`config.mk`:
```
export PLATFORM = sky130hd
export DESIGN_NAME = crsm_queue
export DESIGN_NICKNAME = d
export VERILOG_FILES = /design/src/hdl/crsm_pkg.sv /design/src/hdl/crsm_queue.sv
export SDC_FILE = /design/constraint.sdc
export NUM_CORES = 1
export LEC_CHECK = 0
export BUFFER_PORTS_ARGS = -buffer_cell sky130_fd_sc_hd__buf_2
export CAP_MARGIN = 30
export CORE_MARGIN = 1
export CORE_UTILIZATION = 51
export DETAILED_ROUTE_END_ITERATION = 10
export HOLD_SLACK_MARGIN = 0.03
export PLACE_DENSITY = 0.81
export SYNTH_ARGS = -nofsm -noshare
export SYNTH_HDL_FRONTEND = slang
export SYNTH_SLANG_ARGS = --single-unit
```
`constraint.sdc`:
```
create_clock -name aclk -period 1.9 [get_ports aclk]
set_input_delay 0.285 -clock aclk [delete_from_list [all_inputs] [get_ports aclk]]
set_output_delay 0.285 -clock aclk [all_outputs]
set_load 0.02 [all_outputs]
```
`src/hdl/crsm_pkg.sv`:
```
`timescale 1ns / 1ps
// ----------------------------------------------------------------------------
// Shadow mask closing package
// Shared constants, register codes and the step record that travels from
// the classifier front end to the closing back end.
// ----------------------------------------------------------------------------
package crsm_pkg;

    localparam int MAX_WIDTH   = 2048;
    localparam int MAX_HEIGHT  = 2048;
    localparam int DIM_W       = 12;
    localparam int COL_W       = $clog2(MAX_WIDTH);
    localparam int ROW_W       = $clog2(MAX_HEIGHT + 4);
    localparam int LAG_W       = $clog2(2 * MAX_WIDTH + 3);
    localparam int CNT_W       = $clog2(MAX_WIDTH * MAX_HEIGHT + 2 * MAX_WIDTH + 3);
    localparam int PIX_W       = 8;
    localparam int BLIM_W      = 9;
    localparam int THR_W       = 24;
    localparam int CFG_IDX_W   = 2;
    localparam int CFG_DATA_W  = 24;
    localparam int QUEUE_DEPTH = 4;

    localparam logic [DIM_W-1:0]  RESET_WIDTH     = DIM_W'(640);
    localparam logic [DIM_W-1:0]  RESET_HEIGHT    = DIM_W'(480);
    localparam logic [BLIM_W-1:0] RESET_BLUE_LIM  = BLIM_W'(34);
    localparam logic [THR_W-1:0]  RESET_THRESHOLD = THR_W'(7093293);

    localparam logic ACT_PIXEL = 1'b0;
    localparam logic ACT_DRAIN = 1'b1;

    typedef enum logic [CFG_IDX_W-1:0] {
        CFG_FRAME_WIDTH     = 2'd0,
        CFG_FRAME_HEIGHT    = 2'd1,
        CFG_BLUE_LIMIT      = 2'd2,
        CFG_RATIO_THRESHOLD = 2'd3
    } crsm_cfg_idx_t;

    typedef struct packed {
        logic top;
        logic bottom;
        logic left;
        logic right;
    } crsm_edge_t;

    typedef struct packed {
        logic             raw;
        logic [COL_W-1:0] col;
        logic [COL_W-1:0] dcol;
        crsm_edge_t       dedge;
        crsm_edge_t       eedge;
        logic             emit;
        logic             last;
    } crsm_step_t;

    function automatic logic [DIM_W-1:0] clamp_dim(input logic [DIM_W-1:0] v,
                                                   input logic [DIM_W-1:0] limit);
        logic [DIM_W-1:0] r;
        if (v == '0) begin
            r = DIM_W'(1);
        end else if (v > limit) begin
            r = limit;
        end else begin
            r = v;
        end
        return r;
    endfunction

endpackage

```
`src/hdl/crsm_queue.sv`:
```
`timescale 1ns / 1ps
// ----------------------------------------------------------------------------
// Step queue
// Short first-in first-out buffer that decouples the classifier from the
// closing pipeline.
// ----------------------------------------------------------------------------
module crsm_queue (
    input  logic                  aclk,
    input  logic                  aresetn,
    input  logic                  push,
    input  crsm_pkg::crsm_step_t  din,
    output logic                  full,
    input  logic                  pop,
    output crsm_pkg::crsm_step_t  dout,
    output logic                  empty
);

    localparam int PTR_W = $clog2(crsm_pkg::QUEUE_DEPTH);
    localparam int LVL_W = $clog2(crsm_pkg::QUEUE_DEPTH + 1);

    crsm_pkg::crsm_step_t slot_reg [crsm_pkg::QUEUE_DEPTH];
    logic [PTR_W-1:0] wr_ptr_reg, rd_ptr_reg;
    logic [LVL_W-1:0] level_reg, level_next;

    assign full  = (level_reg == LVL_W'(crsm_pkg::QUEUE_DEPTH));
    assign empty = (level_reg == '0);
    assign dout  = slot_reg[rd_ptr_reg];

    always_comb begin
        level_next = level_reg;
        if (push && !pop) begin
            level_next = level_reg + LVL_W'(1);
        end else if (pop && !push) begin
            level_next = level_reg - LVL_W'(1);
        end
    end

    always_ff @(posedge aclk) begin
        if (!aresetn) begin
            wr_ptr_reg <= '0;
            rd_ptr_reg <= '0;
            level_reg  <= '0;
        end else begin
            level_reg <= level_next;
            if (push) begin
                wr_ptr_reg <= wr_ptr_reg + PTR_W'(1);
            end
            if (pop) begin
                rd_ptr_reg <= rd_ptr_reg + PTR_W'(1);
            end
        end
    end

    always_ff @(posedge aclk) begin
        if (push) begin
            slot_reg[wr_ptr_reg] <= din;
        end
    end

endmodule

```
==> results_dict.tcl <==
set metrics [dict create \
    status "finished, violations left" \
    violations "negative setup slack" \
    syn-instance-count 216 \
    grt_pass1_wl_mm 13.56 \
    pwr-share-clk 0.427 \
    async_flop_share 0 \
    critical-path-top-delay-family "multiplexers" \
    wirelength_mm 8.809 \
    rsz0062_at_grt "yes" \
    p_sw_mw 1.734 \
    crit_arrival_ns 1.78 \
    clk_pin_slew_ns 0.06 \
    drc 0 \
    hp-class "in2reg" \
    vias 2505 \
    antenna_found_initial 1 \
    area_growth_pct 29.13 \
    grt_usage 0.1852 \
    clkLatencyLatePin_ns 0.52 \
    syn_area_per_cell_um2 24.32 \
    clockBufferDepth 2 \
    p_seq_frac 0.462 \
    ios 72 \
    cts_buffers 17 \
    rows 36 \
    combPwrFrac 0.111 \
    fin_crit_ns 2.067 \
    fp.dieH_um 103.5 \
    slew_headroom 0.3799 \
    pre_cts_ws_ns 0.1239 \
    ys_seq_area_frac 0.7888 \
    synth-edff-count 132 \
    io_buffers 71 \
    cp.required_ns 1.62 \
    use_met2 0.3072 \
    gr-usage-met1 0.2235 \
    ant_nets 0 \
    cts_tree "yes" \
    grt_max_degree 34 \
    crit_type "reg2out" \
    crit_path_max_incr_delay_ns 0.54 \
    die_w_um 103.5 \
    cts_root_buffer "clkbuf_8" \
    post-route-period-util 1.088 \
    fmax_ghz 0.4839 \
    final_cells 486 \
    mappedNetlistNets 259 \
    switching_share 0.2213 \
    synth_flop_cell "edfxtp_1" \
    nNetsFinal 382 \
    hold_viol 0 \
    slew_viol_final 0 \
    worst_pin_slew_ns 0.9301 \
    internal-power_mw 6.101 \
    peakVddDrop_v 0.0006516 \
    path_cells "buf_12 > mux4_1 > buf_2" \
    endpoint_kind "output pin" \
    cp_num_buf_inv 2 \
    dp_hpwl_mm 5.027 \
    drive_above_1_share 0.4176 \
    initial_utilization 0.5326 \
    slowest_stage "mux4_1" \
    syn_area_mm2 0.005254 \
    core-area_mm2 0.009864 \
    busiest_layer "met2" \
    total_leakage_power_nw 2.381 \
    synth-seq-cells 141 \
    finalWeightedCongestion 0.6494 \
    power.density_mw_per_mm2 1155 \
    worstSetupStartpointType "register" \
    setup_slack_ns -0.1667 \
    dr.pass1.iters 4 \
    wl_per_cell_um 18.13 \
    htree_levels 4 \
    largest_reg_flops 132 \
    maxCapViolations 0 \
    synth_cell_types 22 \
    first_global_vias 2638 \
    drt_iter0_markers 114 \
    grt_overflow 0 \
    setup_viol_count_final 33 \
    fin_skew_ns 0.006158 \
    die_area_mm2 0.01071 \
    yosysWarnings 0 \
    cts.sinks 141 \
    use_met3 0.06250 \
    viasPerCell 5.154 \
    critical_path.max_fanout 11 \
    placed_cells 419 \
]
cells in the final DEF, fill, tap and decap left out, types with 2 or more instances in the layout:
cell and count:
clkbuf_16 16, xor2_1 3, dfxtp_1 7, bufinv_16 4, clkinv_4 3, inv_1 4, buf_12 4, clkinvlp_4 3
and2_2 4, ha_1 5, clkinv_1 2, buf_6 7, and2_1 5, mux4_2 32, dlygate4sd3_1 33, clkinv_2 2
edfxtp_1 132, buf_2 64, xnor2_1 2, nor2b_1 2, mux2i_1 2, buf_4 4
worst reg2reg max path: cells and delay by family (launching register included):
kind | cells | cell delay [ns]
buffers and inverters | 1 | 0.09
flip-flops | 1 | 0.34
AND/OR/NAND/NOR | 1 | 0.75
adder cells (fa/ha/maj) | 1 | 0.14
metrics by stage:
stage / setup TNS, ns / total power [mW] / hold slack [ns] / instance area (um2) / util
6_report: -4.413 / 7.835 / 0.07431 / 6784 / 0.6877
5_1_grt: -6.411 / 8.104 / 0.06866 / 6784 / 0.6877
4_1_cts: -6.425 / 7.890 / 0.05529 / 6778 / 0.6871
3_5_place_dp: 0 / 4.467 / 0.5031 / 5783 / 0.5863
3_3_place_gp: 0 / 4.441 / 0.4923 / 5783 / 0.5863
2_1_floorplan: 0 / 4.200 / 0.3839 / 5254 / -
power groups by stage:
stage	Combinational (mW)	Clock, mW	Sequential [mW]
final	0.871	3.35	3.62
after global routing	0.940	3.53	3.63
after CTS	0.877	3.39	3.62
after detailed placement	0.785	0	3.68
after global placement	0.771	0	3.67
after floorplan	0.536	0	3.66
what timing repair did:
action,in CTS,in global routing
pin swaps,0,0
gates cloned,1,0
hold buffers,33,0
resized for setup,8,10
hold endpoints to repair,132,0
setup buffers,1,0
endpoints found under the setup margin,33,33
cells in the mapped netlist, drive strengths merged (2+ instances only):
cell / count / area, um2
mux4: 33 / 754.5
inv: 4 / 15.01
xnor2: 2 / 17.52
xor2: 3 / 26.28
mux2i: 2 / 20.02
dfxtp: 9 / 180.2
nor2b: 2 / 12.51
and2: 9 / 56.30
ha: 5 / 62.56
edfxtp: 132 / 3964
buf: 7 / 86.33
layout make-up:
class                      count  area, um2
sequential                   141       4149
multi-input combinational     63       1002
timing repair buffer         112      839.6
inverter                       4      15.01
clock inverter                15      195.2
fill                         611       3080
tap                          133      166.4
clock buffer                  17      414.1
antenna                        1      2.502
logic make-up (layout without fill, tap and decap cells):
family / Yosys count / after routing / share of synthesized area
buf+inv: 12 / 148 / 0.02000
flops: 141 / 141 / 0.7888
other cells: 0 / 1 / 0
compound gates: 2 / 2 / 0.002381
fa+ha+maj: 6 / 6 / 0.01572
mux: 35 / 35 / 0.1474
xor+xnor: 5 / 5 / 0.008337
simple gates: 15 / 15 / 0.01738
worst paths after layout:
| kind | start | endpoint | slack [ns] | cells past startpoint |
|---|---|---|---|---|
| worst max-delay path | register | dout[29] | -0.17 | 3 |
| worst max register to register | wr_ptr_reg[0] | slot_reg[0][7] | 0.19 | 3 |
| worst min register to register | level_reg[2] | level_reg[2] | 0.53 | 2 |
| worst min-delay path | aresetn | wr_ptr_reg[0] | 0.07 | 2 |
per-layer routing:
| metal | share of wire | wire, um | vias to the layer above |
|---|---|---|---|
| li1 | - | - | 1143 |
| met1 | 0.40 | 3558 | 1265 |
| met2 | 0.53 | 4635 | 91 |
| met3 | 0.061 | 534 | 6 |
| met4 | 0.0091 | 80 | 0 |
| met5 | 0 | 0 | - |
(Power assumes the default switching activity.)
