**config.mk**
```make
export PLATFORM = sky130hd
export DESIGN_NAME = crsm_front
export DESIGN_NICKNAME = d
export VERILOG_FILES = /design/src/hdl/crsm_pkg.sv /design/src/hdl/crsm_front.sv
export SDC_FILE = /design/constraint.sdc
export NUM_CORES = 2
export LEC_CHECK = 0
export ABC_AREA = 1
export ABC_CLOCK_PERIOD_IN_PS = 18300
export BUFFER_PORTS_ARGS = -buffer_cell sky130_fd_sc_hd__buf_2
export CORE_MARGIN = 2
export CORE_UTILIZATION = 35
export CTS_BUF_LIST = sky130_fd_sc_hd__clkbuf_8
export CTS_CLUSTER_SIZE = 10
export DETAILED_ROUTE_END_ITERATION = 7
export PLACE_DENSITY_LB_ADDON = 0.3
export SKIP_LAST_GASP = 1
export SYNTH_ARGS = -nofsm -noshare
export SYNTH_HDL_FRONTEND = slang
export SYNTH_SLANG_ARGS = --single-unit
```
**constraint.sdc**
```tcl
create_clock -name aclk -period 18.3 [get_ports aclk]
set_clock_uncertainty 0.15 [all_clocks]
set_input_delay 4.575 -clock aclk [delete_from_list [all_inputs] [get_ports aclk]]
set_output_delay 4.575 -clock aclk [all_outputs]
set_load 0.01 [all_outputs]
```
**src/hdl/crsm_pkg.sv**
```systemverilog
`timescale 1ns / 1ps
// ----------------------------------------------------------------------------
// Shadow mask closing package
// Shared constants, register codes and the step record that travels from
// the classifier front end to the closing back end.
// ----------------------------------------------------------------------------
package crsm_pkg;

    localparam int MAX_WIDTH   = 2048;
    localparam int MAX_HEIGHT  = 2048;
    localparam int DIM_W       = 12;
    localparam int COL_W       = $clog2(MAX_WIDTH);
    localparam int ROW_W       = $clog2(MAX_HEIGHT + 4);
    localparam int LAG_W       = $clog2(2 * MAX_WIDTH + 3);
    localparam int CNT_W       = $clog2(MAX_WIDTH * MAX_HEIGHT + 2 * MAX_WIDTH + 3);
    localparam int PIX_W       = 8;
    localparam int BLIM_W      = 9;
    localparam int THR_W       = 24;
    localparam int CFG_IDX_W   = 2;
    localparam int CFG_DATA_W  = 24;
    localparam int QUEUE_DEPTH = 4;

    localparam logic [DIM_W-1:0]  RESET_WIDTH     = DIM_W'(640);
    localparam logic [DIM_W-1:0]  RESET_HEIGHT    = DIM_W'(480);
    localparam logic [BLIM_W-1:0] RESET_BLUE_LIM  = BLIM_W'(34);
    localparam logic [THR_W-1:0]  RESET_THRESHOLD = THR_W'(7093293);

    localparam logic ACT_PIXEL = 1'b0;
    localparam logic ACT_DRAIN = 1'b1;

    typedef enum logic [CFG_IDX_W-1:0] {
        CFG_FRAME_WIDTH     = 2'd0,
        CFG_FRAME_HEIGHT    = 2'd1,
        CFG_BLUE_LIMIT      = 2'd2,
        CFG_RATIO_THRESHOLD = 2'd3
    } crsm_cfg_idx_t;

    typedef struct packed {
        logic top;
        logic bottom;
        logic left;
        logic right;
    } crsm_edge_t;

    typedef struct packed {
        logic             raw;
        logic [COL_W-1:0] col;
        logic [COL_W-1:0] dcol;
        crsm_edge_t       dedge;
        crsm_edge_t       eedge;
        logic             emit;
        logic             last;
    } crsm_step_t;

    function automatic logic [DIM_W-1:0] clamp_dim(input logic [DIM_W-1:0] v,
                                                   input logic [DIM_W-1:0] limit);
        logic [DIM_W-1:0] r;
        if (v == '0) begin
            r = DIM_W'(1);
        end else if (v > limit) begin
            r = limit;
        end else begin
            r = v;
        end
        return r;
    endfunction

endpackage

```
**src/hdl/crsm_front.sv**
```systemverilog
`timescale 1ns / 1ps
// ----------------------------------------------------------------------------
// Classifier front end
// Holds the configuration, tracks the frame position, decides the raw
// shadow bit and turns pixels and drain ticks into pipeline steps.
// ----------------------------------------------------------------------------
module crsm_front (
    input  logic                                   aclk,
    input  logic                                   aresetn,
    input  logic                                   s_valid,
    output logic                                   s_ready,
    input  logic                                   s_action,
    input  logic [crsm_pkg::PIX_W-1:0]             s_blue,
    input  logic [crsm_pkg::PIX_W-1:0]             s_green,
    input  logic [crsm_pkg::PIX_W-1:0]             s_red,
    input  logic                                   cfg_valid,
    input  logic [crsm_pkg::CFG_IDX_W-1:0]         cfg_index,
    input  logic [crsm_pkg::CFG_DATA_W-1:0]        cfg_data,
    output logic                                   q_push,
    output crsm_pkg::crsm_step_t                   q_entry,
    input  logic                                   q_full
);

    localparam int CNT_W = crsm_pkg::CNT_W;
    localparam int COL_W = crsm_pkg::COL_W;
    localparam int ROW_W = crsm_pkg::ROW_W;
    localparam int LAG_W = crsm_pkg::LAG_W;
    localparam int DIM_W = crsm_pkg::DIM_W;

    typedef enum logic [1:0] {
        ST_RUN   = 2'b01,
        ST_FLUSH = 2'b10
    } front_state_t;

    front_state_t state_reg, state_next;
    logic [DIM_W-1:0]           width_reg, height_reg;
    logic [crsm_pkg::BLIM_W-1:0] blue_limit_reg;
    logic [crsm_pkg::THR_W-1:0]  thr_reg;
    logic [CNT_W-1:0]           total_reg, cnt_reg;
    logic [LAG_W-1:0]           lag_reg;
    logic [COL_W-1:0]           col_reg;
    logic [ROW_W-1:0]           row_reg;

    logic [CNT_W-1:0] end_pos, pos_idx;
    logic [COL_W-1:0] pos_col, wm1, dcol, ecol;
    logic [ROW_W-1:0] pos_row;
    logic [ROW_W:0]   rdo, reo, hgt;
    logic             frame_full, drain_live, is_pixel, restart, take, emit, raw;
    logic [crsm_pkg::PIX_W-1:0] max_rg;
    logic [31:0]      prod, lhs;
    logic [DIM_W-1:0] wnew, hnew;

    assign end_pos    = total_reg + CNT_W'(lag_reg);
    assign frame_full = (cnt_reg >= total_reg);
    assign drain_live = frame_full && (cnt_reg < end_pos);
    assign is_pixel   = (s_action == crsm_pkg::ACT_PIXEL);
    assign s_ready    = (state_reg == ST_RUN) && !q_full;
    assign take       = s_valid && s_ready;
    assign restart    = (state_reg == ST_RUN) && is_pixel && frame_full;

    assign pos_idx = restart ? '0 : cnt_reg;
    assign pos_col = restart ? '0 : col_reg;
    assign pos_row = restart ? '0 : row_reg;

    assign wm1  = COL_W'(width_reg - DIM_W'(1));
    assign hgt  = (ROW_W+1)'(height_reg);
    assign dcol = (pos_col != '0) ? pos_col - COL_W'(1) : wm1;
    assign ecol = (dcol != '0) ? dcol - COL_W'(1) : wm1;
    assign rdo  = (pos_col != '0) ? {1'b0, pos_row} + (ROW_W+1)'(1) : {1'b0, pos_row};
    assign reo  = (dcol != '0) ? rdo + (ROW_W+1)'(1) : rdo;
    assign emit = (pos_idx >= CNT_W'(lag_reg));

    assign max_rg = (s_red > s_green) ? s_red : s_green;
    assign prod   = 32'(thr_reg) * 32'(max_rg);
    assign lhs    = {s_blue, 24'd0};
    assign raw    = (state_reg == ST_RUN) && is_pixel
                    && ({1'b0, s_blue} < blue_limit_reg) && (lhs > prod);

    assign wnew = crsm_pkg::clamp_dim(cfg_data[DIM_W-1:0], DIM_W'(crsm_pkg::MAX_WIDTH));
    assign hnew = crsm_pkg::clamp_dim(cfg_data[DIM_W-1:0], DIM_W'(crsm_pkg::MAX_HEIGHT));

    always_comb begin
        if (state_reg == ST_RUN) begin
            q_push = take && (is_pixel || drain_live);
        end else begin
            q_push = !q_full;
        end
        q_entry.raw          = raw;
        q_entry.col          = pos_col;
        q_entry.dcol         = dcol;
        q_entry.dedge.top    = (rdo >= (ROW_W+1)'(3));
        q_entry.dedge.bottom = (rdo < hgt + (ROW_W+1)'(1));
        q_entry.dedge.left   = (dcol != '0);
        q_entry.dedge.right  = (dcol != wm1);
        q_entry.eedge.top    = (reo >= (ROW_W+1)'(5));
        q_entry.eedge.bottom = (reo < hgt + (ROW_W+1)'(3));
        q_entry.eedge.left   = (ecol != '0);
        q_entry.eedge.right  = (ecol != wm1);
        q_entry.emit         = emit;
        q_entry.last         = (pos_idx == end_pos - CNT_W'(1));
    end

    always_comb begin
        state_next = state_reg;
        unique case (state_reg)
            ST_RUN: begin
                if (q_push && !is_pixel && !emit) begin
                    state_next = ST_FLUSH;
                end
            end
            ST_FLUSH: begin
                if (q_push && emit) begin
                    state_next = ST_RUN;
                end
            end
            default: state_next = ST_RUN;
        endcase
    end

    always_ff @(posedge aclk) begin
        if (!aresetn) begin
            state_reg      <= ST_RUN;
            width_reg      <= crsm_pkg::RESET_WIDTH;
            height_reg     <= crsm_pkg::RESET_HEIGHT;
            blue_limit_reg <= crsm_pkg::RESET_BLUE_LIM;
            thr_reg        <= crsm_pkg::RESET_THRESHOLD;
            total_reg      <= CNT_W'(640 * 480);
            lag_reg        <= LAG_W'(2 * 640 + 2);
            cnt_reg        <= '0;
            col_reg        <= '0;
            row_reg        <= '0;
        end else if (cfg_valid) begin
            unique case (crsm_pkg::crsm_cfg_idx_t'(cfg_index))
                crsm_pkg::CFG_FRAME_WIDTH: begin
                    width_reg <= wnew;
                    total_reg <= CNT_W'(wnew) * CNT_W'(height_reg);
                    lag_reg   <= LAG_W'({wnew, 1'b0}) + LAG_W'(2);
                    cnt_reg   <= '0;
                    col_reg   <= '0;
                    row_reg   <= '0;
                    state_reg <= ST_RUN;
                end
                crsm_pkg::CFG_FRAME_HEIGHT: begin
                    height_reg <= hnew;
                    total_reg  <= CNT_W'(width_reg) * CNT_W'(hnew);
                    cnt_reg    <= '0;
                    col_reg    <= '0;
                    row_reg    <= '0;
                    state_reg  <= ST_RUN;
                end
                crsm_pkg::CFG_BLUE_LIMIT: begin
                    blue_limit_reg <= cfg_data[crsm_pkg::BLIM_W-1:0];
                end
                crsm_pkg::CFG_RATIO_THRESHOLD: begin
                    thr_reg <= cfg_data[crsm_pkg::THR_W-1:0];
                end
                default: begin
                    thr_reg <= thr_reg;
                end
            endcase
        end else begin
            state_reg <= state_next;
            if (q_push) begin
                cnt_reg <= pos_idx + CNT_W'(1);
                if (pos_col == wm1) begin
                    col_reg <= '0;
                    row_reg <= pos_row + ROW_W'(1);
                end else begin
                    col_reg <= pos_col + COL_W'(1);
                    row_reg <= pos_row;
                end
            end
        end
    end

endmodule

```
==> results.cfg <==
[min_path]
hp-class = reg2reg
holdPathStages = 2

[global_route]
grt_pass1_wl_um = 133100
grt_max_degree = 74
grt_overflow_total = 0
grt_pass1_vias = 24320
track_usage_pct = 20.62
antenna_found_initial = 2

[logic_synthesis]
syn_nets = 4647
ys_seq_area_share_pct = 10.13
synth_flop_cell = dfxtp_1
synth.avg_cell_area_um2 = 6.985
synth_cell_type_count = 60
synth-async-reset-ratio_pct = 0
netlist_area_um2 = 27670
ys_warn_count = 0
synth_cells = 3962
ys_ff_latch = 140
synth_edf_count = 0

[drt]
drcViolationCount = 0
drt-pass1-iter-count = 6
ant_nets = 0
avgViaCountPerCell = 4.977
via_count = 25070
wl_per_cell_um = 16.31
drtIter0Drc = 1629
wirelength_um = 82150

[pwr]
p_per_area_nw_per_um2 = 91.63
peakVddDrop_v = 0.0001043
p_leak_nw = 15.31

[critical_path]
cpPeakStageDelay_ns = 0.61
crit_arrival_ns = 12.59
slowest_stage = o21ai_2
critPathLaunchType = input pin
cp-startpoint = s_green[1]
regToRegSetupSlack_ns = 11.87
cp-end-kind = output pin
worstReg2RegStart = width_reg[5]$_SDFFE_PN0P_
worstReg2RegEnd = total_reg[18]$_SDFFE_PN1P_
cp_max_fo = 16
worstPathRequired_ns = 13.58
r2r_cells = 22
worstSetupPathType = in2out
worstSetupEndpoint = q_entry[32]

[sta]
fin_tns_setup_ns = 0
slew_headroom_pct = 25.83
rsz0062_at_grt = no
drv_slew = 0
finalCriticalPeriod_ns = 17.31
worst_hold_slack_ns = 0.3139
min_period_over_period_pct = 94.59
clock.fmax_ghz = 0.05777
tightest_slew_ns = 1.108
setup_viol = 0
finalHoldViolCount = 0

[die]
std_cell_rows = 103
die_h_um = 285.2
pin_count = 91
chipWidth_um = 285.2
core_um2 = 78610
die-area_um2 = 81330
start_util_pct = 35.20

[clock_network]
postCtsSetupBuffers = 0
htree_levels = 4
clockBufferDepth = 2
clk_latency_ns = 0.57
clock-root-buffer = clkbuf_8
clk_pin_slew_worst_paths_ns = 0.10
cts_buffers = 17
cts_tree = built
clock_sinks = 140

[run_status]
status = complete, no violations

[cells_and_area]
drive_gt1_share_pct = 5.246
syn_to_final_growth_pct = 6.606
largest_register_ffs = 24
fin_nets = 4656
finish.utilization_pct = 37.53

[job]
drv_cap = 0

[placed_design]
portBuffers = 90
gp_congestion = 0.8625
hpwl_um = 65680
-- critical path, delay by kind of cell --
family / cells / cell delay (ns)
fa+ha+maj: 7 / 3.08
compound gates: 12 / 2.76
xor+xnor: 1 / 0.08
buf+inv: 8 / 0.53
simple gates: 14 / 1.53
-- report_power, final --
group | internal (W) | leakage (nW) | switching, W
logic | 0.000813 | 14.0 | 0.00128
registers | 0.000318 | 1.14 | 0.0000217
clock network | 0.000112 | 0.195 | 0.000160
-- area by class of cell --
class,instances,area (um2)
inverters,768,2883
repair buffers,119,668.1
well taps,1050,1314
diodes,3,7.507
fillers,8441,49110
clock buffers,17,234.0
flip-flops and latches,140,2803
clock inverters,15,152.6
multi-input cells,2925,21440
-- synth_stat cells (all sizes together), types with 11 or more instances --
master | n | share of area, %
nand2 | 888 | 12
inv | 751 | 10
nor2 | 417 | 5.8
fa | 331 | 24
ha | 298 | 13
a21oi | 243 | 4.4
o21ai | 176 | 3.3
nand3 | 169 | 3.2
dfxtp | 140 | 10
xor2 | 126 | 4.0
clkbuf | 105 | 1.4
nor3 | 48 | 0.89
nand4 | 47 | 1.1
xnor2 | 36 | 1.1
o211ai | 28 | 0.76
buf | 24 | 0.61
clkinv | 17 | 0.23
nor4 | 16 | 0.47
or2 | 11 | 0.25
-- cell usage in the layout (no fill, tap or decap), types with 28 or more instances in the layout --
cell type  Yosys  layout
nor3_1        47      47
xor2_1       126     126
nand4_1       47      47
o211ai_1      28      28
nand2_1      880     880
nand3_1      164     164
buf_2          6      90
dfxtp_1      140     140
ha_1         298     298
fa_1         331     331
nor2_1       407     404
a21oi_1      243     243
xnor2_1       36      36
buf_4          3      29
o21ai_0      162     156
inv_1        743     742
-- routing by layer --
layer | up-vias | GRT usage (%) | wire (um)
met5 | - | 0 | 0
met4 | 0 | 5.576 | 1881
met3 | 94 | 2.624 | 5065
met2 | 683 | 33.30 | 37060
met1 | 11890 | 28.94 | 38140
li1 | 12400 | - | -
-- kinds of logic after synthesis --
| logic type | count (synthesis) | share of synthesized area (%) |
|---|---|---|
| XOR/XNOR | 162 | 5.127 |
| flip-flops | 140 | 10.13 |
| buffers and inverters | 897 | 12.45 |
| AO/OA/AOI/OAI | 522 | 10.72 |
| AND/OR/NAND/NOR | 1612 | 24.16 |
| adder cells (fa/ha/maj) | 629 | 37.42 |
-- how the worst min path moves through the flow --
stage / from / endpoint
floorplan: blue_limit_reg[0]$_SDFFE_PN0P_ / blue_limit_reg[0]$_SDFFE_PN0P_
global placement: blue_limit_reg[6]$_SDFFE_PN0P_ / blue_limit_reg[6]$_SDFFE_PN0P_
detailed placement: blue_limit_reg[0]$_SDFFE_PN0P_ / blue_limit_reg[0]$_SDFFE_PN0P_
CTS: blue_limit_reg[0]$_SDFFE_PN0P_ / blue_limit_reg[0]$_SDFFE_PN0P_
global route: blue_limit_reg[7]$_SDFFE_PN0P_ / blue_limit_reg[7]$_SDFFE_PN0P_
finish: blue_limit_reg[0]$_SDFFE_PN0P_ / blue_limit_reg[0]$_SDFFE_PN0P_
-- timing repair --
| item | in CTS | in global routing |
|---|---|---|
| gates resized for setup | 0 | 2 |
| endpoints found under the setup margin | 0 | 1 |
| endpoints found under the hold margin | 0 | 0 |
| hold buffers | 0 | 0 |
-- stage by stage --
| stage | std cells | power (W) | cell area (um2) | setup slack, ns |
|---|---|---|---|---|
| after CTS | 5034 | 0.002721 | 29490 | 0.6976 |
| final | 5037 | 0.002703 | 29500 | 0.9900 |
| after detailed placement | 5002 | 0.002430 | 29100 | 0.7165 |
| after global placement | 5002 | 0.002419 | 29100 | 0.8177 |
| after floorplan | 3962 | 0.001957 | 27670 | 2.121 |
| after global routing | 5036 | 0.003036 | 29500 | 0.2113 |
Note: power is estimated with default switching activity, not from simulation.
